--- config.mk ---
export PLATFORM = sky130hd
export DESIGN_NAME = ctrb_queue
export DESIGN_NICKNAME = d
export VERILOG_FILES = /design/src/rtl/ctrb_pkg.sv /design/src/rtl/ctrb_queue.sv
export SDC_FILE = /design/constraint.sdc
export NUM_CORES = 1
export LEC_CHECK = 0
export ABC_CLOCK_PERIOD_IN_PS = 1400
export BUFFER_PORTS_ARGS = -buffer_cell sky130_fd_sc_hd__clkbuf_2
export CAP_MARGIN = 20
export CELL_PAD_IN_SITES_DETAIL_PLACEMENT = 1
export CELL_PAD_IN_SITES_GLOBAL_PLACEMENT = 1
export CORE_MARGIN = 1.5
export CORE_UTILIZATION = 34
export DETAILED_ROUTE_END_ITERATION = 7
export PLACE_DENSITY_LB_ADDON = 0.1
export SLEW_MARGIN = 5
export SYNTH_ARGS = -nofsm -noshare
export SYNTH_HDL_FRONTEND = slang
export SYNTH_SLANG_ARGS = --single-unit
--- constraint.sdc ---
create_clock -name clk -period 1.4 [get_ports clk]
set_input_delay 0.28 -clock clk [delete_from_list [all_inputs] [get_ports clk]]
set_output_delay 0.28 -clock clk [all_outputs]
set_load 0.05 [all_outputs]
--- src/rtl/ctrb_pkg.sv ---
// ----------------------------------------------------------------------------
// ctrb_pkg
// Types, constants and reply tables of the READ TOC response builder.
// ----------------------------------------------------------------------------
`default_nettype none

package ctrb_pkg;

    localparam int CAP_W          = 32;
    localparam int SUM_W          = CAP_W + 1;
    localparam int LEAD_IN        = 150;
    localparam int FRAMES_PER_SEC = 75;
    localparam int SECS_PER_MIN   = 60;
    localparam int QUEUE_DEPTH    = 2;

    localparam int FMT_W      = 3;
    localparam int TRACK_W    = 8;
    localparam int BYTE_W     = 8;
    localparam int IDX_W      = 6;
    localparam int S_TDATA_W  = 16;
    localparam int M_TDATA_W  = 16;

    localparam logic [FMT_W-1:0] FMT_TRACK   = 3'd0;
    localparam logic [FMT_W-1:0] FMT_SESSION = 3'd1;
    localparam logic [FMT_W-1:0] FMT_RAW     = 3'd2;
    localparam logic [FMT_W-1:0] FMT_TEXT    = 3'd5;

    typedef enum logic [2:0] {
        KIND_TRACK,
        KIND_SESSION,
        KIND_RAW,
        KIND_TEXT,
        KIND_REJECT
    } kind_t;

    typedef struct packed {
        kind_t kind;
        logic  use_msf;
    } desc_t;

    typedef struct packed {
        logic [BYTE_W-1:0] m;
        logic [BYTE_W-1:0] s;
        logic [BYTE_W-1:0] f;
    } msf_t;

    typedef enum logic [2:0] {
        MSF_IDLE,
        MSF_MIN,
        MSF_REM,
        MSF_SEC,
        MSF_FRAME
    } msf_state_t;

    function automatic logic [IDX_W-1:0] last_index(input kind_t kind);
        logic [IDX_W-1:0] r;
        case (kind)
            KIND_TRACK:   r = 6'd19;
            KIND_SESSION: r = 6'd11;
            KIND_RAW:     r = 6'd47;
            KIND_TEXT:    r = 6'd3;
            default:      r = 6'd0;
        endcase
        return r;
    endfunction

    function automatic logic [BYTE_W-1:0] reply_byte(
        input desc_t             d,
        input logic [IDX_W-1:0]  idx,
        input logic [CAP_W-1:0]  cap,
        input msf_t              lo
    );
        logic [BYTE_W-1:0] r;
        r = 8'h00;
        case (d.kind)
            KIND_TRACK:
            begin
                case (idx)
                    6'd1:    r = 8'd18;
                    6'd2:    r = 8'd1;
                    6'd3:    r = 8'd1;
                    6'd5:    r = 8'h15;
                    6'd6:    r = 8'h01;
                    6'd10:   r = d.use_msf ? 8'h02 : 8'h00;
                    6'd13:   r = 8'h16;
                    6'd14:   r = 8'hAA;
                    6'd16:   r = d.use_msf ? 8'h00 : cap[31:24];
                    6'd17:   r = d.use_msf ? lo.m : cap[23:16];
                    6'd18:   r = d.use_msf ? lo.s : cap[15:8];
                    6'd19:   r = d.use_msf ? lo.f : cap[7:0];
                    default: r = 8'h00;
                endcase
            end
            KIND_SESSION:
            begin
                case (idx)
                    6'd1:    r = 8'd10;
                    6'd2:    r = 8'd1;
                    6'd3:    r = 8'd1;
                    default: r = 8'h00;
                endcase
            end
            KIND_RAW:
            begin
                case (idx)
                    6'd1:    r = 8'd46;
                    6'd2:    r = 8'd1;
                    6'd3:    r = 8'd1;
                    // first-track pointer
                    6'd4:    r = 8'h01;
                    6'd5:    r = 8'h16;
                    6'd7:    r = 8'hA0;
                    6'd12:   r = 8'h01;
                    6'd13:   r = 8'h20;
                    // last-track pointer
                    6'd15:   r = 8'h01;
                    6'd16:   r = 8'h16;
                    6'd18:   r = 8'hA1;
                    6'd23:   r = 8'h01;
                    // lead-out pointer
                    6'd26:   r = 8'h01;
                    6'd27:   r = 8'h16;
                    6'd29:   r = 8'hA2;
                    6'd34:   r = lo.m;
                    6'd35:   r = lo.s;
                    6'd36:   r = lo.f;
                    // track 1 entry
                    6'd37:   r = 8'h01;
                    6'd38:   r = 8'h15;
                    6'd40:   r = 8'h01;
                    6'd46:   r = 8'h02;
                    default: r = 8'h00;
                endcase
            end
            KIND_TEXT:
            begin
                case (idx)
                    6'd1:    r = 8'd2;
                    default: r = 8'h00;
                endcase
            end
            default: r = 8'h00;
        endcase
        return r;
    endfunction

endpackage

`default_nettype wire

--- src/rtl/ctrb_queue.sv ---
// ----------------------------------------------------------------------------
// ctrb_queue
// Short descriptor queue between request decode and reply generation.
// ----------------------------------------------------------------------------
`default_nettype none

module ctrb_queue #(
    parameter int DEPTH = ctrb_pkg::QUEUE_DEPTH
) (
    input  wire logic           clk,
    input  wire logic           rst_n,
    input  wire logic           push,
    input  ctrb_pkg::desc_t     push_desc,
    output logic                full,
    input  wire logic           pop,
    output logic                head_valid,
    output ctrb_pkg::desc_t     head_desc
);

    localparam int PTR_W = (DEPTH > 1) ? $clog2(DEPTH) : 1;
    localparam int CNT_W = $clog2(DEPTH + 1);
    localparam logic [PTR_W-1:0] PTR_LAST = PTR_W'(DEPTH - 1);
    localparam logic [CNT_W-1:0] CNT_FULL = CNT_W'(DEPTH);

    ctrb_pkg::desc_t   mem [DEPTH];
    logic [PTR_W-1:0]  wr_ptr_reg, wr_ptr_next;
    logic [PTR_W-1:0]  rd_ptr_reg, rd_ptr_next;
    logic [CNT_W-1:0]  cnt_reg, cnt_next;
    logic              do_push, do_pop;

    assign full       = (cnt_reg == CNT_FULL);
    assign head_valid = (cnt_reg != '0);
    assign head_desc  = mem[rd_ptr_reg];
    assign do_push    = push && !full;
    assign do_pop     = pop && head_valid;

    always_comb
    begin
        wr_ptr_next = wr_ptr_reg;
        rd_ptr_next = rd_ptr_reg;
        cnt_next    = cnt_reg;
        if (do_push)
        begin
            wr_ptr_next = (wr_ptr_reg == PTR_LAST) ? '0 : wr_ptr_reg + 1'b1;
        end
        if (do_pop)
        begin
            rd_ptr_next = (rd_ptr_reg == PTR_LAST) ? '0 : rd_ptr_reg + 1'b1;
        end
        if (do_push && !do_pop)
        begin
            cnt_next = cnt_reg + 1'b1;
        end
        else if (do_pop && !do_push)
        begin
            cnt_next = cnt_reg - 1'b1;
        end
    end

    always_ff @(posedge clk or negedge rst_n)
    begin
        if (!rst_n)
        begin
            wr_ptr_reg <= '0;
            rd_ptr_reg <= '0;
            cnt_reg    <= '0;
        end
        else
        begin
            wr_ptr_reg <= wr_ptr_next;
            rd_ptr_reg <= rd_ptr_next;
            cnt_reg    <= cnt_next;
        end
    end

    always_ff @(posedge clk)
    begin
        if (do_push)
        begin
            mem[wr_ptr_reg] <= push_desc;
        end
    end

endmodule

`default_nettype wire

# --- After elaboration in Yosys (flattened, before gate mapping) ---
# Memories as Yosys holds them, arrays and structs flattened.
# Cells that the tools add are included.
totals:
  register_bits: 4
  mem_bits_rw: 8
  in_bits: 8
  out_inout_bits: 6
  word_cells: 24
  mem_count: 1
classes:
  add_sub_neg: 4
  n_eq_ne: 1
  mux: 6
  reduce_logical: 9
mem_list:
  columns: ["memory", "words", "width", "read_ports", "rd_clocked_by_memory_dff", "wr", "line_no", "rtl"]
  rows:
  - ["mem", 2, 4, 1, 0, 1, "ctrb_queue.sv:25", "ctrb_pkg::desc_t mem [DEPTH];"]
ops:
  columns: ["cell", "n"]
  rows:
  - ["$logic_and A1 B1 Y1", 4]
  - ["$mux W1", 4]
  - ["$mux W2", 2]
  - ["$reduce_bool A2 Y1", 2]
  - ["$logic_not A1 Y1", 3]
  - ["$add A1 B1 Y1 const B", 2]
  - ["$add A2 B1 Y2 const B", 1]
  - ["$eq A2 B2 Y1 const B", 1]
  - ["$sub A2 B1 Y2 const B", 1]

# --- Depth between registers and ports, before layout ---
depth:
  word_depth: 7
  ltp_mapped: 7
  mapped_depth_nobuf: 7

# --- Least setup slack after synthesis ---
# OpenSTA, ideal clock, no wires.
synth_timing:
  path_kind: "register to register"
  from: "reg cnt_reg[1]"
  to: "reg cnt_reg[1]"
  t_arrival_ns: 1.278
  required_ns: 1.275
  path_slack_ns: -0.003
  stages_incl_launch_ff: 7
  period_less_slack_ns: 1.403
  cell_sequence: "dfrtp_1 -> or2_4 -> nand2_4 -> ha_1 -> xor2_1 -> nor2_1 -> xor2_1"
synth_via:
  word_cells_on_any_way: 14
  cone_classes: "add/sub (2); eq/ne (1); mux (2); reduce/logical (9)"
synth_rtl:
  columns: ["item", "line_no", "rtl"]
  rows:
  - ["start, declared", "ctrb_queue.sv:28", "logic [CNT_W-1:0] cnt_reg, cnt_next;"]
  - ["start signal, assigned", "ctrb_queue.sv:72", "cnt_reg <= cnt_next;"]
  - ["$reduce_bool A2 Y1 *", "ctrb_queue.sv:32", "assign head_valid = (cnt_reg != '0);"]
  - ["named net head_valid", "ctrb_queue.sv:16", "output logic head_valid,"]
  - ["$logic_and A1 B1 Y1 *", "ctrb_queue.sv:35", "assign do_pop = pop && head_valid;"]
  - ["$logic_not A1 Y1", "ctrb_queue.sv:50", "if (do_push && !do_pop)"]
  - ["$logic_and A1 B1 Y1", "ctrb_queue.sv:50", null]
  - ["$mux W2 or $reduce_bool A2 Y1 (tied branches)", null, null]
# Mark *: on every way through the listed nets, which the timed path passes. The rest lies on a longest branch. The select of a mux whose other input is x is not followed.
# A chain may end at the register's enable or synchronous reset.

==> metrics.json <==
{
  "yosys": {
    "ys_dominant_reg_cell": "edfxtp_1",
    "synthesis.nets": 40,
    "synthDominantAreaCellType": "edfxtp_1",
    "synth_cell_type_count": 13,
    "synth.cell_area_um2": 495,
    "synth-compound-area-share_pct": 0,
    "synth_async_sr_flop_share_pct": 33.3,
    "number_of_enable_flip_flop_cells_after_synthesis": 8,
    "synth_most_common_cell": "edfxtp_1",
    "yosys.area.top_type_share_pct": 48.5,
    "synth_area_per_cell_um2": 16.0,
    "largest_family_of_logic_cells_by_synthesized_area": "simple AND/OR/NAND/NOR gates",
    "post_synth_most_frequent_cells": "8 x edfxtp_1, 4 x dfrtp_1, 4 x mux2_1",
    "synth_seq_cells": 12,
    "synth.area.mux_share_pct": 9.09,
    "yosys.area_share.simple_pct": 9.34,
    "synthXorXnorAreaFrac_pct": 8.84,
    "synth_adder_area_share_pct": 2.53,
    "yosysWarningCount": 0,
    "synthCells": 31,
    "synth.top_cells.by_area": "edfxtp_1 48%, dfrtp_1 20%, mux2_1 9.1%",
    "synth_seq_area_share_pct": 68.7
  },
  "routing": {
    "dr.first_iter.drc_count": 0,
    "viasPerCell": 4.59,
    "drc": 0,
    "drt_first_pass_iters": 1,
    "routedWlPerCell_um": 16.2,
    "routed_antenna_nets": 0,
    "wl_mm": 1.15,
    "routed-via-count": 326
  },
  "setup_path": {
    "cp_data_arrival_time_ns": 1.22,
    "critPathMaxFanout": 5,
    "critPathKind": "reg2out",
    "ff2ff_setup_slack_ns": 0,
    "timing.critical_path.slowest_stage_cell": "dfrtp_2",
    "worst_setup_path_start_kind": "register",
    "timing.critical_path.to_type": "output port",
    "worstReg2RegStart": "cnt_reg[0]",
    "critical_path_required_ns": 1.12,
    "cp_cell_sequence": "mux2_4 -> buf_8",
    "cp_slowest_stage_delay_ns": 0.47,
    "cp-startpoint": "rd_ptr_reg"
  },
  "timing": {
    "skew_ns": 0.00859,
    "final_period_minus_worst_setup_slack_ns": 1.50,
    "slew_viol_final": 0,
    "grt_setup_unrepaired": "true",
    "hold_viol": 0,
    "slew_headroom_pct": 85.3,
    "worst_case_hold_slack_ns": 0.193,
    "period_share_pct": 107,
    "finalSetupViolCount": 7,
    "tightestPinTransition_ns": 0.220,
    "postLayoutSetupSlackWorst_ns": -0.0962,
    "max_clock_freq_mhz": 668
  },
  "floorplanning": {
    "chipHeight_um": 41.2,
    "floorplan.die_area_um2": 1700,
    "boundaryPins": 14,
    "fp.coreArea_um2": 1330,
    "placementRows": 13,
    "die_width_um": 41.2,
    "floorplan.initialDensity_pct": 37.1
  },
  "cells_and_area": {
    "multi_input_comb_area_um2": 195,
    "antenna_cells_inserted": 0,
    "syn_to_final_growth_pct": 64.6,
    "fillCellCount": 132,
    "postLayoutCellArea_um2": 816,
    "utilization_pct": 61.2,
    "final-instance-count-excl-fill": 71,
    "layout.area.seq_um2": 342,
    "number_of_nets_in_the_final_layout": 66,
    "share_of_cells_above_drive_strength_1_pct": 66.1,
    "max_ffs_per_register": 8
  },
  "clock_tree": {
    "cts.reportedPaths.clkPinSlew_ns": 0.09,
    "root_buffer": "clkbuf_4",
    "clock_tree.htree_level_count": 1,
    "clk-insertion-delay-late_ns": 0.27,
    "tritoncts.num_buffers": 3,
    "cts_tree": "done",
    "clockBufferDepth": 2,
    "clkSinkCount": 12
  },
  "grt": {
    "antenna_found_initial": 0,
    "grt_util_all_layers_pct": 16.7,
    "globalRouteOverflowTotal": 0,
    "grt_start_max_net_pins": 8,
    "grt_first_pass_wirelength_mm": 1.69,
    "first_global_vias": 353
  },
  "power": {
    "max-vdd-ir-drop_mv": 1.34,
    "power.density_cell_area_nw_per_um2": 2650,
    "leakage_nw": 0.365
  },
  "flow_run": {
    "drv.max_cap_violation_count": 0
  },
  "place": {
    "postPlaceCellArea_um2": 609,
    "portBuffers": 13,
    "routability_cong": 0.639,
    "dpl_worst_slack_ns": 0.0196,
    "dp.cells": 63
  },
  "outcome": {
    "status": "complete, but fails checks",
    "failed_checks": "negative setup slack"
  },
  "min_path": {
    "hold_start": "push_desc[3]",
    "hp-class": "in2reg"
  }
}
==> final timing paths <==
check | to | depth (start not counted)
worst max-delay path | head_desc[3] | 2
worst min-delay path | mem[0][3] | 1
worst max register to register | cnt_reg[1] | 6
worst min register to register | wr_ptr_reg | 1
max in group asynchronous | rd_ptr_reg | 2
min in group asynchronous | cnt_reg[0] | 2
==> logic make-up after synthesis <==
group         count (synthesis)
fa+ha+maj                     1
xor+xnor                      5
buf+inv                       2
flops                        12
mux                           4
simple gates                  7
==> stage by stage <==
stage	total power, mW	setup TNS [ns]
after CTS	2.08	-0.514
after detailed placement	1.40	0
after global routing	2.26	-0.756
after floorplan	1.16	-0.00336
final	2.16	-0.491
after global placement	1.35	0
==> cell usage in the layout, fill, tap and decap left out <==
cell,count
nor2_1,2
clkbuf_8,1
buf_6,1
or2_4,1
clkbuf_16,2
edfxtp_1,8
dfrtp_1,3
dfrtp_2,1
mux2_4,4
buf_8,4
buf_4,6
clkbuf_2,7
xor2_2,1
and3_1,1
dlygate4sd3_1,1
nand2_4,2
xor2_1,1
nand2b_4,1
ha_4,1
inv_4,2
xnor2_1,3
clkbuf_4,3
==> where the power goes <==
group / total (mW) / internal, mW / switching (mW) / leakage [nW]
registers: 0.609 / 0.510 / 0.0986 / 0.120
clock network: 0.281 / 0.158 / 0.123 / 0.0210
logic: 1.27 / 0.651 / 0.621 / 0.224
total: 2.16 / 1.32 / 0.843 / 0.365
==> final cells by class <==
type                       count  area share, %
multi-input combinational     17           23.9
timing repair buffer          21           25.9
clock buffer                   4           4.45
tap                           15           2.30
sequential                    12           41.9
inverter                       2           1.53
==> critical path, delay by kind of cell, from the launching register on <==
family | cells | cell delay (ns)
muxes | 1 | 0.33
buffers and inverters | 1 | 0.15
DFF | 1 | 0.47
==> routing by layer <==
metal / part of all wire [%] / GRT usage [%] / vias to the layer above
met5: 0 / 0 / -
li1: - / - / 155
met2: 57 / 30.5 / 8
met3: 4.2 / 3.80 / 2
met1: 38 / 18.2 / 161
met4: 0.69 / 7.26 / 0
==> what timing repair did <==
| item | 4_1_cts | 5_1_grt |
|---|---|---|
| endpoints found under the setup margin | 7 | 7 |
| hold endpoints to repair | 4 | 0 |
| setup buffers | 3 | 0 |
| hold buffers | 1 | 0 |
| pin swaps | 5 | 5 |
| gates resized for setup | 26 | 7 |
No activity file was read; power rests on OpenSTA's default activity.
