===== src/rtl/ctrb_pkg.sv =====
// ----------------------------------------------------------------------------
// ctrb_pkg
// Types, constants and reply tables of the READ TOC response builder.
// ----------------------------------------------------------------------------
`default_nettype none

package ctrb_pkg;

    localparam int CAP_W          = 32;
    localparam int SUM_W          = CAP_W + 1;
    localparam int LEAD_IN        = 150;
    localparam int FRAMES_PER_SEC = 75;
    localparam int SECS_PER_MIN   = 60;
    localparam int QUEUE_DEPTH    = 2;

    localparam int FMT_W      = 3;
    localparam int TRACK_W    = 8;
    localparam int BYTE_W     = 8;
    localparam int IDX_W      = 6;
    localparam int S_TDATA_W  = 16;
    localparam int M_TDATA_W  = 16;

    localparam logic [FMT_W-1:0] FMT_TRACK   = 3'd0;
    localparam logic [FMT_W-1:0] FMT_SESSION = 3'd1;
    localparam logic [FMT_W-1:0] FMT_RAW     = 3'd2;
    localparam logic [FMT_W-1:0] FMT_TEXT    = 3'd5;

    typedef enum logic [2:0] {
        KIND_TRACK,
        KIND_SESSION,
        KIND_RAW,
        KIND_TEXT,
        KIND_REJECT
    } kind_t;

    typedef struct packed {
        kind_t kind;
        logic  use_msf;
    } desc_t;

    typedef struct packed {
        logic [BYTE_W-1:0] m;
        logic [BYTE_W-1:0] s;
        logic [BYTE_W-1:0] f;
    } msf_t;

    typedef enum logic [2:0] {
        MSF_IDLE,
        MSF_MIN,
        MSF_REM,
        MSF_SEC,
        MSF_FRAME
    } msf_state_t;

    function automatic logic [IDX_W-1:0] last_index(input kind_t kind);
        logic [IDX_W-1:0] r;
        case (kind)
            KIND_TRACK:   r = 6'd19;
            KIND_SESSION: r = 6'd11;
            KIND_RAW:     r = 6'd47;
            KIND_TEXT:    r = 6'd3;
            default:      r = 6'd0;
        endcase
        return r;
    endfunction

    function automatic logic [BYTE_W-1:0] reply_byte(
        input desc_t             d,
        input logic [IDX_W-1:0]  idx,
        input logic [CAP_W-1:0]  cap,
        input msf_t              lo
    );
        logic [BYTE_W-1:0] r;
        r = 8'h00;
        case (d.kind)
            KIND_TRACK:
            begin
                case (idx)
                    6'd1:    r = 8'd18;
                    6'd2:    r = 8'd1;
                    6'd3:    r = 8'd1;
                    6'd5:    r = 8'h15;
                    6'd6:    r = 8'h01;
                    6'd10:   r = d.use_msf ? 8'h02 : 8'h00;
                    6'd13:   r = 8'h16;
                    6'd14:   r = 8'hAA;
                    6'd16:   r = d.use_msf ? 8'h00 : cap[31:24];
                    6'd17:   r = d.use_msf ? lo.m : cap[23:16];
                    6'd18:   r = d.use_msf ? lo.s : cap[15:8];
                    6'd19:   r = d.use_msf ? lo.f : cap[7:0];
                    default: r = 8'h00;
                endcase
            end
            KIND_SESSION:
            begin
                case (idx)
                    6'd1:    r = 8'd10;
                    6'd2:    r = 8'd1;
                    6'd3:    r = 8'd1;
                    default: r = 8'h00;
                endcase
            end
            KIND_RAW:
            begin
                case (idx)
                    6'd1:    r = 8'd46;
                    6'd2:    r = 8'd1;
                    6'd3:    r = 8'd1;
                    // first-track pointer
                    6'd4:    r = 8'h01;
                    6'd5:    r = 8'h16;
                    6'd7:    r = 8'hA0;
                    6'd12:   r = 8'h01;
                    6'd13:   r = 8'h20;
                    // last-track pointer
                    6'd15:   r = 8'h01;
                    6'd16:   r = 8'h16;
                    6'd18:   r = 8'hA1;
                    6'd23:   r = 8'h01;
                    // lead-out pointer
                    6'd26:   r = 8'h01;
                    6'd27:   r = 8'h16;
                    6'd29:   r = 8'hA2;
                    6'd34:   r = lo.m;
                    6'd35:   r = lo.s;
                    6'd36:   r = lo.f;
                    // track 1 entry
                    6'd37:   r = 8'h01;
                    6'd38:   r = 8'h15;
                    6'd40:   r = 8'h01;
                    6'd46:   r = 8'h02;
                    default: r = 8'h00;
                endcase
            end
            KIND_TEXT:
            begin
                case (idx)
                    6'd1:    r = 8'd2;
                    default: r = 8'h00;
                endcase
            end
            default: r = 8'h00;
        endcase
        return r;
    endfunction

endpackage

`default_nettype wire


===== src/rtl/ctrb_front.sv =====
// ----------------------------------------------------------------------------
// ctrb_front
// Accepts READ TOC requests and sorts them into reply kinds.
// ----------------------------------------------------------------------------
`default_nettype none

module ctrb_front (
    input  wire logic                              s_tvalid,
    output logic                                   s_tready,
    input  wire logic [ctrb_pkg::S_TDATA_W-1:0]    s_tdata,
    input  wire logic                              msf_busy,
    input  wire logic                              queue_full,
    output logic                                   push,
    output ctrb_pkg::desc_t                        push_desc
);

    logic [ctrb_pkg::FMT_W-1:0]   fmt;
    logic                         use_msf;
    logic [ctrb_pkg::TRACK_W-1:0] track;

    assign fmt     = s_tdata[2:0];
    assign use_msf = s_tdata[3];
    assign track   = s_tdata[11:4];

    // hold off requests while the lead-out address is being recomputed
    assign s_tready = !msf_busy && !queue_full;
    assign push     = s_tvalid && s_tready;

    always_comb
    begin
        push_desc.use_msf = use_msf;
        if (track > 8'd1)
        begin
            push_desc.kind = ctrb_pkg::KIND_REJECT;
        end
        else
        begin
            case (fmt)
                ctrb_pkg::FMT_TRACK:   push_desc.kind = ctrb_pkg::KIND_TRACK;
                ctrb_pkg::FMT_SESSION: push_desc.kind = ctrb_pkg::KIND_SESSION;
                ctrb_pkg::FMT_RAW:     push_desc.kind = ctrb_pkg::KIND_RAW;
                ctrb_pkg::FMT_TEXT:    push_desc.kind = ctrb_pkg::KIND_TEXT;
                default:               push_desc.kind = ctrb_pkg::KIND_REJECT;
            endcase
        end
    end

endmodule

`default_nettype wire


===== config.mk =====
export PLATFORM = sky130hd
export DESIGN_NAME = ctrb_front
export DESIGN_NICKNAME = d
export VERILOG_FILES = /design/src/rtl/ctrb_pkg.sv /design/src/rtl/ctrb_front.sv
export SDC_FILE = /design/constraint.sdc
export NUM_CORES = 1
export LEC_CHECK = 0
export BUFFER_PORTS_ARGS = -buffer_cell sky130_fd_sc_hd__buf_4
export CELL_PAD_IN_SITES_DETAIL_PLACEMENT = 0
export CELL_PAD_IN_SITES_GLOBAL_PLACEMENT = 2
export CORE_AREA = 2 2 39 41
export DETAILED_ROUTE_END_ITERATION = 12
export DIE_AREA = 0 0 41 43
export GPL_ROUTABILITY_DRIVEN = 0
export GPL_TIMING_DRIVEN = 0
export PLACE_DENSITY_LB_ADDON = 0.1
export SLEW_MARGIN = 5
export SYNTH_ARGS = -nofsm -noshare
export SYNTH_HDL_FRONTEND = slang
export SYNTH_SLANG_ARGS = --single-unit

===== constraint.sdc =====
create_clock -name vclk -period 1.75
set_input_delay 0.35 -clock vclk [all_inputs]
set_output_delay 0.35 -clock vclk [all_outputs]
set_load 0.02 [all_outputs]

Yosys cells after proc, flatten, opt, wreduce, memory -nomap -nowiden
Index checks and enable logic that the tools add are counted.

Word-level logic and storage cells: 11. Flip-flop bits (word level): 0. Input bits: 19.

Equality and inequality tests: 3. Reduce and logical (&&, ||, !) cells: 5. Mux-type cells: 2. Order comparisons: 1.

Operators with widths (number): 3-bit one-hot mux with 4 select lines (1); 8-bit by 1-bit greater-than comparator with 1-bit output, second input constant (1); 3-bit by 1-bit == test with 1-bit output, second input constant (1); 3-bit by 2-bit == test with 1-bit output, second input constant (1); 3-bit == test, second input constant (1); 3-bit zero test (1); 3-bit two-way mux (1); 1-bit logical AND (2); 1-bit zero test (2).

Depth between registers and ports, before layout
Gate-level depths: netlist (run 1).

Depth after elaboration: 3. Depth in mapped cells: 2.

Worst setup path after synthesis (run 1)
No wires, ideal clock.

Path type: input port to output port. From: input s_tdata[9] (netlist bit). To: output push_desc[1] (netlist bit). Data required time: 1400 ps. Arrival time: 1573 ps. Setup slack: -173 ps. Cell stages on the path: 2. Cells stage by stage: or4_4 nor4_1.

RTL lines: start: declaration (RTL line ctrb_front.sv:10) `input wire logic [ctrb_pkg::S_TDATA_W-1:0] s_tdata,`; end: declaration (RTL line ctrb_front.sv:14) `output ctrb_pkg::desc_t push_desc`.

==> summary.md, run 1 <==
| Metric | Value |
|---|---|
| Routed wire per std cell | 7.45 µm |
| Status | finished, violations left |
| Violated checks | setup timing |
| Clock buf count | 0 |
| Final WS setup | -0.0578 ns |
| Final period utilization | 1.03 |
| Nets | 52 |
| Worst hold path type | primary input to output pin |
| Relative slew slack | 0.854 |
| Synthesis-to-layout area growth | 214% |
| Hold buffer count at CTS | 0 |
| Most frequent cells in the layout | buf_4 (17), buf_6 (3), or3_1 (2) |
| Total of max-cap violations | 0 |
| Critical Path AT | 1.46 ns |
| Vias | 167 |
| CP endpoint kind | output pin |
| Detailed Routing Iterations Pass 1 | 1 |
| Crit path max-delay cell type | or4_4 |
| Max Freq | 553 MHz |
| Pint | 30.7 µW |
| Inst Count DP | 47 |
| Total power | 45.8 µW |
| WHS | 0.899 ns |
| Distinct cells, synth | 11 |
| Final wirelength | 350 µm |
| Gate Count Post-Synth | 12 |
| Clock power share | 0 |
| Part of the power in registers | 0 |
| Die span in y | 43 µm |
| Setup CP Type | primary input to output pin |
| Total gr overflow | 0 |
| # setup viols final | 2 |
| Routed vias/inst | 3.55 |
| Largest net degree at the start of global routing | 5 |
| Pleak | 0.124 nW |
| Commonest non-fill, non-tap cell in the layout | buf_4 |
| Logic gate share of total power | 1.000 |
| Post-route ant nets | 0 |
| First-pass GRT wire length | 634 µm |
| DP Area | 260 µm² |
| DRT iter0 DRCs | 0 |
| Cell area after layout | 272 µm² |
| Starting Density | 0.0624 |
| Worst VDD drop | 50.5 µV |
| Seq_cells | 0 |
| Sw power | 15.2 µW |
| Min Tclk post-route | 1.81 ns |
| Hpwl dp | 337 µm |
| Port buffer count | 19 |
| # rows | 14 |
| Share of layout cells above drive strength 1 | 0.806 |
| Vias in the first global route | 167 |
| Synth Warn # | 0 |
| Tightest Pin Transition | 0.217 ns |
| RSZ-0062 raised after global routing | yes |
| CP required | 1.40 ns |
| # diodes | 0 |
| Drt drc | 0 |
| Avg Synthesized Cell Area | 7.19 µm² |
| Die Area | 1760 µm² |
| Final Max Tran Viols | 0 |
| Crit path largest cell delay | 0.54 ns |
| P per Cell Area | 169 nW/µm² |
| IO Count | 25 |
| Net Count, Synth | 31 |
| Core area | 1380 µm² |
| Sw frac | 0.331 |
| Crit-path max FO | 3 |
| Sequential area share after synthesis | 0 |
| GRT Total Usage | 0.0470 |
| Die W | 41 µm |
| Initial antenna violation count | 0 |
| Cell Count, Final, Fillers Out | 47 |
| CP dominant cell by count | buf_6 |
| Mapped Area | 86.3 µm² |
| CP Launch Type | primary input |
| FF/Latch Area | 0 µm² |
| Worst path cell trace | buf_6, or4_4, or3_1, buf_6 |
| Final hold vios | 0 |
## worst max-delay path, delay by kind of cell
family,cells,cell delay [ns]
simple gates,2,0.88
buf+inv,2,0.23
## kinds of logic (layout without fill, tap and decap cells)
kind of cell | Yosys count | after routing | synth area share
simple gates | 8 | 8 | 0.652
mux | 1 | 1 | 0.130
buf+inv | 2 | 21 | 0.130
compound gates | 1 | 1 | 0.0870
## synth_stat cells (all sizes together)
cell type,n,share of area
a211oi,1,0.087
and2,1,0.073
buf,1,0.087
inv,1,0.043
mux2,1,0.13
nand3b,1,0.087
nor2,1,0.043
nor4,1,0.073
or3,2,0.14
or3b,1,0.10
or4,1,0.13
## power by group through the flow
stage / combinational, mW / sequential [mW] / clock (mW)
6_report: 0.0458 / 0 / 0
5_1_grt: 0.0501 / 0 / 0
2_1_floorplan: 0.0152 / 0 / 0
3_3_place_gp: 0.0445 / 0 / 0
3_5_place_dp: 0.0450 / 0 / 0
4_1_cts: 0.0467 / 0 / 0
## timing repair
action,4_1_cts,5_1_grt
resized for setup,3,0
pin swaps,2,0
endpoints found under the setup margin,3,3
setup buffers,0,0
## worst paths after layout
| path | cells past startpoint | startpoint | endpoint | slack, ns |
|---|---|---|---|---|
| max | 4 | s_tdata[5] | push_desc[3] | -0.06 |
| min | 2 | s_tdata[3] | push_desc[0] | 0.90 |
## metal layers
layer,global-route usage,vias to the layer above,part of all wire
met1,0.0696,70,0.39
li1,-,83,-
met4,0,0,0
met2,0.0750,14,0.44
met5,0,-,0
met3,0.00524,0,0.17
## metrics by stage
step	util	worst slack [ns]	setup TNS, ns
finish	0.196	-0.0578	-0.0652
global route	0.196	-0.0874	-0.182
CTS	0.196	-0.0707	-0.0948
detailed placement	0.188	-0.159	-0.199
global placement	0.188	-0.159	-0.209
floorplan	-	0.0359	0
## area by class of cell
| class | instances | area (µm²) |
|---|---|---|
| Buffer | 1 | 7.51 |
| Tap cell | 16 | 20.0 |
| Inverter | 1 | 3.75 |
| Fill cell | 164 | 1110 |
| Timing Repair Buffer | 19 | 154 |
| Multi-Input combinational cell | 10 | 86.3 |
Note: power is estimated with default switching activity, not from simulation.
==> inputs of run 2 (changes only) <==
CELL_PAD_IN_SITES_DETAIL_PLACEMENT = unset   (was 0)
CELL_PAD_IN_SITES_GLOBAL_PLACEMENT = unset   (was 2)
PLACE_DENSITY_LB_ADDON = unset   (was 0.1)
==> run 2 against run 1 <==
- the run still ends with setup timing left
- sequential cell count stayed put
- non-clock buffer count is 2 higher
- core utilization is 2.0 points higher
- power up 8.3%
- die area did not move
- design area grew 10%
- wire length decreased by 4.0%
- count of clock-buffer cells in the layout is the same
- maximum frequency fell by 0.39%
- global-route usage fell by 1.4 points
- setup slack lost 0.0071 ns
- first-iteration DRC count is the same
- critical endpoint is now push_desc[1]
==> summary.md, run 2 (synthesis gave the netlist of run 1 again) <==
| Metric | Value |
|---|---|
| Die span in y | 43 µm (unchanged) |
| Seq_cells | 0 (unchanged) |
| Vias | 172 (+3.0%) |
| IO Count | 25 (unchanged) |
| Final wirelength | 336 µm (-4.0%) |
| Nets | 54 (+3.8%) |
| Port buffer count | 19 (unchanged) |
| Die W | 41 µm (unchanged) |
| Pleak | 0.138 nW (+11%) |
| Violated checks | setup timing |
| Crit-path max FO | 3 (unchanged) |
| Max Freq | 551 MHz (-0.39%) |
| Clock buf count | 0 (unchanged) |
| CP required | 1.40 ns (about the same) |
| Share of layout cells above drive strength 1 | 0.818 (+0.0117) |
| Relative slew slack | 0.867 (+0.0132) |
| Final WS setup | -0.0649 ns (-0.00709 ns) |
| Routed wire per std cell | 6.86 µm (-7.9%) |
| RSZ-0062 raised after global routing | yes |
| Final period utilization | 1.04 (+0.00405) |
| Status | finished, violations left |
| Synthesis-to-layout area growth | 246% |
| Worst hold path type | primary input to output pin |
| Total gr overflow | 0 (unchanged) |
| # setup viols final | 3 (+1) |
| Min Tclk post-route | 1.81 ns (+0.00709 ns) |
| Die Area | 1760 µm² (unchanged) |
| Core area | 1380 µm² (unchanged) |
| Setup CP Type | primary input to output pin |
| DP Area | 260 µm² (unchanged) |
| Worst VDD drop | 43.7 µV (-13%) |
| Post-route ant nets | 0 (unchanged) |
| Most frequent cells in the layout | buf_4 (18), buf_6 (4), or3_1 (2) |
| Drt drc | 0 (unchanged) |
| # diodes | 0 (unchanged) |
| Commonest non-fill, non-tap cell in the layout | buf_4 |
| Routed vias/inst | 3.51 (-1.2%) |
| Starting Density | 0.0624 (unchanged) |
| Total of max-cap violations | 0 (unchanged) |
| DRT iter0 DRCs | 0 (unchanged) |
| Pre-CTS WS | -0.161 ns (-0.00254 ns) |
| Initial antenna violation count | 0 (unchanged) |
| Tightest Pin Transition | 0.199 ns (-0.0180 ns) |
| FF/Latch Area | 0 µm² (unchanged) |
| Cell area after layout | 299 µm² (+10%) |
| Detailed Routing Iterations Pass 1 | 1 (unchanged) |
| Critical Path AT | 1.46 ns (about the same) |
| Final hold vios | 0 (unchanged) |
| Hold buffer count at CTS | 0 (unchanged) |
| WHS | 0.898 ns (-0.000662 ns) |
| GRT Total Usage | 0.0330 (-0.0140) |
| Largest net degree at the start of global routing | 5 (unchanged) |
| # rows | 14 (unchanged) |
| P per Cell Area | 166 nW/µm² (-1.7%) |
| Vias in the first global route | 136 (-19%) |
| CP Launch Type | primary input |
| Final Max Tran Viols | 0 (unchanged) |
| First-pass GRT wire length | 441 µm (-30%) |
| CP endpoint kind | output pin |
[run 2: changes by cell type in the layout (fill, tap and decap cells not counted), sizes merged]
cell  previous run  this run
buf             20        22
[run 2: cell type report]
cell class / instances / area [µm²]
buffer: 1 / 7.51
fill: 140 / 1080
inverter: 1 / 3.75
multi-input combinational: 10 / 95.1
tap: 16 / 20.0
timing repair buffer: 21 / 173
[run 2: what timing repair did]
item,CTS,global route
setup endpoints to repair,2,3
pin swaps,2,1
buffers inserted,2,0
gates resized for setup,4,1
[run 2: per-stage QoR]
stage                     utilization  setup TNS [ns]  power, mW  cells
after floorplan                     -               0     0.0152     12
after CTS                       0.210          -0.236     0.0486     49
final                           0.216          -0.146     0.0496     49
after global routing            0.216          -0.248     0.0535     49
after global placement          0.188          -0.185     0.0444     47
after detailed placement        0.188          -0.183     0.0449     47
[run 2: critical path: stages]
cell    delay [ns]
buf_6         0.09
or4_4         0.54
buf_6         0.14
nor4_4        0.18
buf_4         0.17
[run 2: path summary, 6_finish.rpt]
check,end,from,cells after the start
max,push_desc[1],s_tdata[5],5
min,push_desc[0],s_tdata[3],2
[run 2: report_power, final]
part / internal (mW) / total [mW] / switching [mW]
Combinational: 0.0326 / 0.0496 / 0.0171
Clock: 0 / 0 / 0
Sequential: 0 / 0 / 0
Total: 0.0326 / 0.0496 / 0.0171
[run 2: layer usage]
layer	wire length, µm	vias to the layer above	global-route usage
met5	0	-	0
met4	0	0	0
met3	91	0	0
met2	109	20	0.0563
met1	135	65	0.0475
li1	-	87	-
