===== config.mk =====
export PLATFORM = sky130hd
export DESIGN_NAME = ctrb_back
export DESIGN_NICKNAME = d
export VERILOG_FILES = /design/src/rtl/ctrb_pkg.sv /design/src/rtl/ctrb_back.sv
export SDC_FILE = /design/constraint.sdc
export NUM_CORES = 1
export LEC_CHECK = 0
export ABC_CLOCK_PERIOD_IN_PS = 5960
export BUFFER_PORTS_ARGS = -buffer_cell sky130_fd_sc_hd__buf_4
export CORE_UTILIZATION = 45
export DETAILED_ROUTE_END_ITERATION = 6
export PLACE_DENSITY_LB_ADDON = 0.1
export SYNTH_ARGS = -nofsm -noshare
export SYNTH_HDL_FRONTEND = slang
export SYNTH_SLANG_ARGS = --single-unit

===== constraint.sdc =====
create_clock -name clk -period 5.96 [get_ports clk]
set_input_delay 0.298 -clock clk [delete_from_list [all_inputs] [get_ports clk]]
set_output_delay 0.298 -clock clk [all_outputs]
set_load 0.1 [all_outputs]

===== src/rtl/ctrb_pkg.sv =====
// ----------------------------------------------------------------------------
// ctrb_pkg
// Types, constants and reply tables of the READ TOC response builder.
// ----------------------------------------------------------------------------
`default_nettype none

package ctrb_pkg;

    localparam int CAP_W          = 32;
    localparam int SUM_W          = CAP_W + 1;
    localparam int LEAD_IN        = 150;
    localparam int FRAMES_PER_SEC = 75;
    localparam int SECS_PER_MIN   = 60;
    localparam int QUEUE_DEPTH    = 2;

    localparam int FMT_W      = 3;
    localparam int TRACK_W    = 8;
    localparam int BYTE_W     = 8;
    localparam int IDX_W      = 6;
    localparam int S_TDATA_W  = 16;
    localparam int M_TDATA_W  = 16;

    localparam logic [FMT_W-1:0] FMT_TRACK   = 3'd0;
    localparam logic [FMT_W-1:0] FMT_SESSION = 3'd1;
    localparam logic [FMT_W-1:0] FMT_RAW     = 3'd2;
    localparam logic [FMT_W-1:0] FMT_TEXT    = 3'd5;

    typedef enum logic [2:0] {
        KIND_TRACK,
        KIND_SESSION,
        KIND_RAW,
        KIND_TEXT,
        KIND_REJECT
    } kind_t;

    typedef struct packed {
        kind_t kind;
        logic  use_msf;
    } desc_t;

    typedef struct packed {
        logic [BYTE_W-1:0] m;
        logic [BYTE_W-1:0] s;
        logic [BYTE_W-1:0] f;
    } msf_t;

    typedef enum logic [2:0] {
        MSF_IDLE,
        MSF_MIN,
        MSF_REM,
        MSF_SEC,
        MSF_FRAME
    } msf_state_t;

    function automatic logic [IDX_W-1:0] last_index(input kind_t kind);
        logic [IDX_W-1:0] r;
        case (kind)
            KIND_TRACK:   r = 6'd19;
            KIND_SESSION: r = 6'd11;
            KIND_RAW:     r = 6'd47;
            KIND_TEXT:    r = 6'd3;
            default:      r = 6'd0;
        endcase
        return r;
    endfunction

    function automatic logic [BYTE_W-1:0] reply_byte(
        input desc_t             d,
        input logic [IDX_W-1:0]  idx,
        input logic [CAP_W-1:0]  cap,
        input msf_t              lo
    );
        logic [BYTE_W-1:0] r;
        r = 8'h00;
        case (d.kind)
            KIND_TRACK:
            begin
                case (idx)
                    6'd1:    r = 8'd18;
                    6'd2:    r = 8'd1;
                    6'd3:    r = 8'd1;
                    6'd5:    r = 8'h15;
                    6'd6:    r = 8'h01;
                    6'd10:   r = d.use_msf ? 8'h02 : 8'h00;
                    6'd13:   r = 8'h16;
                    6'd14:   r = 8'hAA;
                    6'd16:   r = d.use_msf ? 8'h00 : cap[31:24];
                    6'd17:   r = d.use_msf ? lo.m : cap[23:16];
                    6'd18:   r = d.use_msf ? lo.s : cap[15:8];
                    6'd19:   r = d.use_msf ? lo.f : cap[7:0];
                    default: r = 8'h00;
                endcase
            end
            KIND_SESSION:
            begin
                case (idx)
                    6'd1:    r = 8'd10;
                    6'd2:    r = 8'd1;
                    6'd3:    r = 8'd1;
                    default: r = 8'h00;
                endcase
            end
            KIND_RAW:
            begin
                case (idx)
                    6'd1:    r = 8'd46;
                    6'd2:    r = 8'd1;
                    6'd3:    r = 8'd1;
                    // first-track pointer
                    6'd4:    r = 8'h01;
                    6'd5:    r = 8'h16;
                    6'd7:    r = 8'hA0;
                    6'd12:   r = 8'h01;
                    6'd13:   r = 8'h20;
                    // last-track pointer
                    6'd15:   r = 8'h01;
                    6'd16:   r = 8'h16;
                    6'd18:   r = 8'hA1;
                    6'd23:   r = 8'h01;
                    // lead-out pointer
                    6'd26:   r = 8'h01;
                    6'd27:   r = 8'h16;
                    6'd29:   r = 8'hA2;
                    6'd34:   r = lo.m;
                    6'd35:   r = lo.s;
                    6'd36:   r = lo.f;
                    // track 1 entry
                    6'd37:   r = 8'h01;
                    6'd38:   r = 8'h15;
                    6'd40:   r = 8'h01;
                    6'd46:   r = 8'h02;
                    default: r = 8'h00;
                endcase
            end
            KIND_TEXT:
            begin
                case (idx)
                    6'd1:    r = 8'd2;
                    default: r = 8'h00;
                endcase
            end
            default: r = 8'h00;
        endcase
        return r;
    endfunction

endpackage

`default_nettype wire


===== src/rtl/ctrb_back.sv =====
// ----------------------------------------------------------------------------
// ctrb_back
// Walks one queued reply at a time and emits it through an output register,
// a byte per cycle while the output is not stalled.
// ----------------------------------------------------------------------------
`default_nettype none

module ctrb_back (
    input  wire logic                              clk,
    input  wire logic                              rst_n,
    input  wire logic                              head_valid,
    input  ctrb_pkg::desc_t                        head_desc,
    output logic                                   pop,
    input  wire logic [ctrb_pkg::CAP_W-1:0]        capacity,
    input  ctrb_pkg::msf_t                         lead_out,
    output logic                                   m_tvalid,
    input  wire logic                              m_tready,
    output logic [ctrb_pkg::M_TDATA_W-1:0]         m_tdata,
    output logic                                   m_tlast,
    output logic                                   m_tuser
);

    localparam int IDX_W = ctrb_pkg::IDX_W;
    localparam int BYTE_W = ctrb_pkg::BYTE_W;

    logic              active_reg, active_next;
    ctrb_pkg::desc_t   desc_reg, desc_next;
    logic [IDX_W-1:0]  idx_reg, idx_next;

    logic              out_valid_reg, out_valid_next;
    logic [BYTE_W-1:0] out_byte_reg, out_byte_next;
    logic [IDX_W-1:0]  out_idx_reg, out_idx_next;
    logic              out_last_reg, out_last_next;
    logic              out_rej_reg, out_rej_next;

    ctrb_pkg::desc_t   cur;
    logic [IDX_W-1:0]  cur_idx;
    logic              have;
    logic              advance;
    logic              is_last;

    assign cur     = active_reg ? desc_reg : head_desc;
    assign cur_idx = active_reg ? idx_reg : '0;
    assign have    = active_reg || head_valid;
    assign advance = !out_valid_reg || m_tready;
    assign is_last = (cur_idx == ctrb_pkg::last_index(cur.kind));
    assign pop     = advance && !active_reg && head_valid;

    always_comb
    begin
        active_next    = active_reg;
        desc_next      = desc_reg;
        idx_next       = idx_reg;
        out_valid_next = out_valid_reg;
        out_byte_next  = out_byte_reg;
        out_idx_next   = out_idx_reg;
        out_last_next  = out_last_reg;
        out_rej_next   = out_rej_reg;
        if (advance)
        begin
            out_valid_next = have;
            if (have)
            begin
                out_byte_next = ctrb_pkg::reply_byte(cur, cur_idx, capacity, lead_out);
                out_idx_next  = cur_idx;
                out_last_next = is_last;
                out_rej_next  = (cur.kind == ctrb_pkg::KIND_REJECT);
                desc_next     = cur;
                idx_next      = cur_idx + 1'b1;
                active_next   = !is_last;
            end
        end
    end

    always_ff @(posedge clk or negedge rst_n)
    begin
        if (!rst_n)
        begin
            active_reg    <= 1'b0;
            out_valid_reg <= 1'b0;
        end
        else
        begin
            active_reg    <= active_next;
            out_valid_reg <= out_valid_next;
        end
    end

    always_ff @(posedge clk)
    begin
        desc_reg     <= desc_next;
        idx_reg      <= idx_next;
        out_byte_reg <= out_byte_next;
        out_idx_reg  <= out_idx_next;
        out_last_reg <= out_last_next;
        out_rej_reg  <= out_rej_next;
    end

    assign m_tvalid = out_valid_reg;
    assign m_tdata  = {2'b00, out_idx_reg, out_byte_reg};
    assign m_tlast  = out_last_reg;
    assign m_tuser  = out_rej_reg;

endmodule

`default_nettype wire


Word level (Yosys, flattened, before mapping) --
Cells that the tools add are included.
Operators by class: divide/modulo/power cells 0, $mul 0, $lt $le $gt $ge 0, bitwise logic cells 0, reductions and logical operators 13, add/subtract/negate cells 1, multiplexer cells 13, shift operators 0, equality and inequality tests 32
Operators with widths (number):
- 8-bit one-hot mux with 12 select lines | 1
- 8-bit one-hot mux with 10 select lines | 1
- 6-bit by 5-bit == test with 1-bit output (second input constant) | 8
- 6-bit == test (second input constant) | 7
- 8-bit two-way mux | 4
- 8-bit one-hot mux with 4 select lines | 1
- 6-bit by 4-bit == test with 1-bit output (second input constant) | 5
- 6-bit by 3-bit == test with 1-bit output (second input constant) | 4
- 6-bit one-hot mux with 4 select lines | 1
- 6-bit by 2-bit == test with 1-bit output (second input constant) | 2
- 9-bit OR reduction | 1
- 4-bit one-hot mux with 2 select lines | 1
- 6-bit by 1-bit adder with 6-bit output (second input constant) | 1
- 3-bit by 2-bit == test with 1-bit output (second input constant) | 2
- 6-bit by 1-bit == test with 1-bit output (second input constant) | 1
- 6-bit == test | 1
- 6-bit two-way mux | 1
- 3-bit OR reduction | 2
- 2-bit two-way mux | 2
- 4-bit two-way mux | 1
- 3-bit by 1-bit == test with 1-bit output (second input constant) | 1
- 3-bit == test (second input constant) | 1
- 1-bit zero test | 3
- 3-bit zero test | 1
- other kinds (4) | 6
Word-level totals: register bits after elaboration 28, ROM bits 0, latch bits 0, memories 0, RAM bits 0

Longest topological paths before layout --
Gate-level depths: netlist of run 1.
depth in word-level cells 5, gate-level depth with buffers 9

Worst setup path after synthesis of run 1 --
OpenSTA, ideal clock, no wires.
kind reg-to-output, start point register out_valid_reg (netlist: m_tvalid), end point output port pop, data required time 5.662 ns, stages on the path, launching flop included 4, setup slack 3.312 ns, arrival 2.350 ns, cell sequence dfrtp_1 -> nand2b_1 -> nand2_1 -> nor2_1
On the way: word-level cells in the longest chain between the ends 4
Ends and longest elaborated chain:
- start: declaration | RTL line ctrb_back.sv:30 | logic out_valid_reg, out_valid_next;
- start signal: assignment | RTL line ctrb_back.sv:85 | out_valid_reg <= out_valid_next;
- 1-bit zero test | RTL line ctrb_back.sv:45 | assign advance = !out_valid_reg || m_tready;
- 1-bit logical OR | RTL line ctrb_back.sv:45
- 1-bit logical AND (2 in series) | RTL line ctrb_back.sv:47 | assign pop = advance && !active_reg && head_valid;
- end: declaration | RTL line ctrb_back.sv:13 | output logic pop,
No other way between the ends.

Worst setup path in the final report of run 1 --
start point register idx_reg[4], end point register out_byte_reg[4], data pin
On the way: word-level cells in the longest chain between the ends 5, elaborated cells on any way between the ends 34
Ends and longest elaborated chain:
- start: declaration | RTL line ctrb_back.sv:28 | logic [IDX_W-1:0] idx_reg, idx_next;
- start signal: assignment | RTL line ctrb_back.sv:92 | idx_reg <= idx_next;
- 6-bit two-way mux * | RTL line ctrb_back.sv:43 | assign cur_idx = active_reg ? idx_reg : '0;
- 6-bit == test (tied with other cells) | RTL line ctrb_pkg.sv:105 | case (idx)
- 9-bit OR reduction (no line) or 3-bit OR reduction (tied branches)
- 8-bit one-hot mux with 12 select lines or 8-bit one-hot mux with 10 select lines (tied branches) | RTL line ctrb_pkg.sv:105, ctrb_pkg.sv:78
- 8-bit one-hot mux with 4 select lines * | RTL line ctrb_pkg.sv:75 | case (d.kind)
- end signal: assignment | RTL line ctrb_back.sv:93 | out_byte_reg <= out_byte_next;
- end: declaration | RTL line ctrb_back.sv:31 | logic [BYTE_W-1:0] out_byte_reg, out_byte_next;
Every way passes the cells marked *; elsewhere a longest branch is shown, timed or not. A chain may end at the register's enable or synchronous reset.

==> results of run 1 <==
-- power by group --
part | total [W] | leakage, nW | switching, W | internal, W
registers | 0.000501 | 0.278 | 0.000171 | 0.000330
clock network | 0.000156 | 0.0357 | 0.0000664 | 0.0000901
logic | 0.00120 | 0.973 | 0.000794 | 0.000411
total | 0.00186 | 1.29 | 0.00103 | 0.000832
-- layer usage --
metal  share of wire (%)  GRT usage, %  vias to the layer above
li1                    -             -                     1265
met1                  44          39.6                     1279
met2                  47          43.5                      172
met3                 7.4          2.00                       16
met4                 1.8          7.55                        0
met5                   0             0                        -
-- worst max-delay path by stage --
stage	cells past startpoint	to	slack, ns
final	5	out_byte_reg[4]	2.96
after global routing	5	out_byte_reg[4]	2.77
after CTS	5	out_byte_reg[6]	3.05
after detailed placement	5	out_byte_reg[6]	3.09
after global placement	5	out_byte_reg[4]	3.16
after floorplan	3	pop	3.31
-- kinds of logic after synthesis --
group	Yosys count	share of synthesized area, %
buffers and inverters	35	5.77
AND/OR/NAND/NOR	113	26.0
AO/OA/AOI/OAI	94	26.1
other	1	0.147
XOR/XNOR	8	2.74
multiplexers	17	6.75
flip-flops	28	32.5
-- critical path, delay by kind of cell, from the launching register on --
family	cells	cell delay, ns
flops	1	0.90
simple gates	2	1.33
compound gates	3	0.59
-- cells in the final DEF, fill, tap and decap left out, types with 6 or more instances in the layout --
cell and instances:
buf_4 84, edfxtp_1 26, nand2_1 20, a21oi_1 16, nor2_1 16, mux2i_1 15, o21ai_0 15, and2_1 11
nor2b_1 9, nand2b_1 9, nor3_1 8, inv_1 7, a31oi_1 6, xnor2_1 6
-- layout make-up --
| type | count | area, sq um | share of cell area (%) |
|---|---|---|---|
| well taps | 72 | 90.1 | 2.78 |
| multi-input cells | 234 | 1580 | 48.8 |
| inverters | 8 | 30.0 | 0.925 |
| clock buffers | 3 | 41.3 | 1.27 |
| clock inverters | 1 | 30.0 | 0.925 |
| flip-flops and latches | 28 | 831 | 25.6 |
| repair buffers | 85 | 641 | 19.7 |
-- metrics by stage --
step                      utilization (%)  setup slack (ns)  cell area (sq um)
final                                58.9              2.96               3250
after floorplan                         -              3.31               2560
after detailed placement             57.5              3.09               3160
after CTS                            58.9              3.05               3250
after global routing                 58.9              2.77               3250
after global placement               57.5              3.16               3160
==> results.json, run 1 <==
{
  "status": "finished clean",
  "die_h_um": 77.4,
  "antenna_found_initial": 0,
  "min_from": "head_valid",
  "async_flop_share_pct": 7.14,
  "leakagePower_nw": 1.29,
  "critPathLaunch": "idx_reg[4]",
  "period_share_pct": 50.3,
  "synth_most_common_cell": "edfxtp_1",
  "clock_skew_ns": 0.00207,
  "nFillCells": 513,
  "p_total_w": 0.00186,
  "yosysSeqAreaShare_pct": 32.5,
  "ctsLongestPathBuffers": 2,
  "drive_above_1_share_pct": 26.2,
  "critPathArrivalTime_ns": 3.11,
  "setup.worst_path.start_class": "flop",
  "synth_common_cells": "edfxtp_1, nand2_1, clkbuf_1",
  "coreArea_sq_um": 5510,
  "cts_tree": "built",
  "cp_max_fo": 25,
  "r2r_slack_ns": 2.96,
  "yosys.area.top_type": "edfxtp_1",
  "setup_viol": 0,
  "viasPerCell": 6.34,
  "yosysWarnings": 0,
  "dieArea_sq_um": 5990,
  "num_rows": 27,
  "hold_buffers": 1,
  "initialDrtViolationCount": 290,
  "track_usage_pct": 27.3,
  "rsz0062_at_grt": "no",
  "syn_to_final_growth_pct": 26.9,
  "endpoint_kind": "flop",
  "crit_required_ns": 6.07,
  "synth_area_leaders": "edfxtp_1, mux2i_1, a21oi_1",
  "p_per_area_nw_per_um2": 574,
  "min_to": "m_tvalid",
  "clkTransAtPathRegs_ns": 0.11,
  "cts_root_buffer": "clkbuf_8",
  "peakVddDrop_mv": 0.499,
  "antenna_cells": 0,
  "wl_per_cell_um": 19.0,
  "clock_sinks": 28,
  "post_cts_buffers": 0,
  "hold_slack_ns": 0.240,
  "synth_area_sq_um": 2560,
  "grt_pass1_wl_um": 12900,
  "synth-edff-count": 26,
  "maxCapViolations": 0,
  "avgSynthCellArea_sq_um": 8.64,
  "final.min_clock_period_ns": 3.00,
  "syn_inst": 296,
  "cp_slowest_cell": "edfxtp_1",
  "stdcell_count": 431,
  "largest_reg_flops": 8,
  "reg2regPathDepth": 5,
  "drt_wl_total_um": 8200,
  "nNetsFinal": 424,
  "first_pass_iters": 5,
  "slowest_delay_ns": 0.90,
  "crit_chain": "nor4b_1 -> and2_1 -> a221oi_1 -> o211a_1 -> o22ai_1",
  "hold_viol": 0,
  "start_util_pct": 46.4,
  "gp_congestion": 0.960,
  "drc": 0,
  "worstHoldPathType": "input port to flop",
  "max_slew_margin_pct": 27.1,
  "antenna_left": 0,
  "setup_tns_ns": 0,
  "clock.fmax_mhz": 334,
  "grt_max_degree": 45,
  "place_hpwl_um": 5970,
  "rr_startpoint": "idx_reg[4]",
  "grt_pass1_vias": 2427,
  "yosysTopAreaCellShare_pct": 30.5,
  "cts_inserted_buffers": 3,
  "reg2reg_to": "out_byte_reg[4]",
  "vias": 2732,
  "htree_levels": 1,
  "critical_path_class": "flop to flop",
  "synth_seq_cells": 28,
  "synth_cell_types": 63,
  "ios": 84,
  "numPortBuffers": 81,
  "clk_latency_ns": 0.28,
  "dpl.cell_count": 426,
  "drv_slew": 0,
  "ys.flop_type": "edfxtp_1",
  "whs_path_depth": 3,
  "worstMarginPinSlew_ns": 1.09,
  "die_x_um": 77.4,
  "ctsResizeCount": 0,
  "overflow": 0
}
Note: power is estimated with default switching activity, not from simulation.
==> inputs of run 2 (changes only) <==
--- a/config.mk
+++ b/config.mk
@@ -5,7 +5,7 @@
 export SDC_FILE = /design/constraint.sdc
 export NUM_CORES = 1
 export LEC_CHECK = 0
-export ABC_CLOCK_PERIOD_IN_PS = 5960
+export ABC_CLOCK_PERIOD_IN_PS = 3100
 export BUFFER_PORTS_ARGS = -buffer_cell sky130_fd_sc_hd__buf_4
 export CORE_UTILIZATION = 45
 export DETAILED_ROUTE_END_ITERATION = 6
==> constraint.sdc (replaced) <==
create_clock -name clk -period 3.1 [get_ports clk]
set_input_delay 0.155 -clock clk [delete_from_list [all_inputs] [get_ports clk]]
set_output_delay 0.155 -clock clk [all_outputs]
set_load 0.1 [all_outputs]
==> results.json, run 2 (synthesis results as in run 1) <==
{
  "status": "finished clean",
  "leakagePower_nw": 1.34,
  "viasPerCell": 6.12,
  "gp_congestion": 0.914,
  "intPower_w": 0.00167,
  "p_switching_w": 0.00200,
  "cts_tree": "built",
  "clock_skew_ns": 0.00582,
  "worstMarginPinSlew_ns": 0.641,
  "endpoint_kind": "flop",
  "cp_max_fo": 17,
  "start_util_pct": 46.4,
  "drc": 0,
  "fin_area_sq_um": 3330,
  "clkTransAtPathRegs_ns": 0.11,
  "place_hpwl_um": 6410,
  "dieArea_sq_um": 5990,
  "cts_inserted_buffers": 3,
  "coreArea_sq_um": 5510,
  "antenna_left": 0,
  "largest_reg_flops": 8,
  "crit_required_ns": 3.20,
  "vias": 2700,
  "nNetsFinal": 434,
  "ios": 84,
  "numPortBuffers": 81,
  "drv_slew": 0,
  "final.min_clock_period_ns": 2.53,
  "pwr-share-comb_pct": 68.5,
  "critPathArrivalTime_ns": 2.62,
  "track_usage_pct": 28.7,
  "final_common_cell": "buf_4",
  "final.setup.worst_slack_ns": 0.573,
  "initialDrtViolationCount": 326,
  "max_slew_margin_pct": 57.3,
  "cts_root_buffer": "clkbuf_8",
  "maxCapViolations": 0,
  "critical_path_class": "flop to flop",
  "clock.fmax_mhz": 396,
  "drt_wl_total_um": 8480,
  "final_util_pct": 60.5,
  "p_per_area_nw_per_um2": 1100,
  "hold_slack_ns": 0.0834,
  "setup_viol": 0,
  "num_rows": 27,
  "grt_pass1_wl_um": 13300,
  "ctsLongestPathBuffers": 2,
  "pwr-share-clk_pct": 8.3,
  "setup.worst_path.start_class": "flop",
  "place_area_sq_um": 3250,
  "peakVddDrop_mv": 0.724,
  "htree_levels": 1,
  "die_h_um": 77.4,
  "syn_to_final_growth_pct": 30.3,
  "clk_latency_ns": 0.28,
  "period_share_pct": 81.5,
  "antenna_found_initial": 0,
  "first_pass_iters": 5,
  "netSwitchingFraction_pct": 54.5,
  "antenna_cells": 0,
  "die_x_um": 77.4,
  "wl_per_cell_um": 19.2,
  "worstHoldPathType": "input port to flop",
  "clock_sinks": 28,
  "dp_slack_ns": 0.658,
  "drive_above_1_share_pct": 28.2,
  "grt_pass1_vias": 2521,
  "hold_viol": 0,
  "rsz0062_at_grt": "no",
  "overflow": 0,
  "sequentialPowerShare_pct": 23.3,
  "setup_tns_ns": 0,
  "grt_max_degree": 29,
  "nFillCells": 521,
  "post_cts_buffers": 0,
  "final_cell_mix": "buf_4, edfxtp_1, nand2_1"
}
## run 2: worst max-delay path, stage by stage, from the launching register on
cell and delay, ns:
dfrtp_1 0.65, or3b_1 0.53, or3_1 0.49, a21oi_1 0.26, a2111oi_0 0.11, o32ai_1 0.29
## run 2: timing repair
action	CTS	global route
hold endpoints to repair	2	0
hold buffers	1	0
gates resized for setup	0	0
## run 2: stage by stage
| stage | power [W] | std cells |
|---|---|---|
| final | 0.00366 | 441 |
| after global routing | 0.00389 | 441 |
| after CTS | 0.00365 | 441 |
| after detailed placement | 0.00333 | 436 |
| after global placement | 0.00331 | 436 |
| after floorplan | 0.00268 | 297 |
## run 2: path summary, 6_finish.rpt
path,start,to,slack [ns],depth (start not counted)
max,active_reg,out_byte_reg[7],0.57,5
min,head_valid,m_tvalid,0.08,3
max reg2reg,active_reg,out_byte_reg[7],0.57,5
min reg2reg,m_tvalid,m_tvalid,0.60,2
max in group asynchronous,rst_n,m_tvalid,2.83,2
min in group asynchronous,rst_n,active_reg,0.18,2
## run 2: final cells by class
type | instances | area, sq um | area share (%)
multi-input cells | 234 | 1580 | 47.5
flip-flops and latches | 28 | 831 | 24.9
repair buffers | 95 | 728 | 21.8
well taps | 72 | 90.1 | 2.70
clock buffers | 3 | 41.3 | 1.24
clock inverters | 1 | 30.0 | 0.901
inverters | 8 | 30.0 | 0.901
## run 2: power by group through the flow
stage / Clock [W] / Sequential, W / Combinational (W)
after floorplan: 0 / 0.00125 / 0.00143
after global placement: 0 / 0.000852 / 0.00246
after detailed placement: 0 / 0.000862 / 0.00247
after CTS: 0.000313 / 0.000852 / 0.00248
after global routing: 0.000324 / 0.000890 / 0.00267
final: 0.000303 / 0.000852 / 0.00251
## run 2: metal layers
layer  up-vias  track usage, %  wire, um
li1       1287               -         -
met1      1237            40.3      3650
met2       150            46.4      3940
met3        26            4.00       700
met4         0            6.79       194
met5         -               0         0
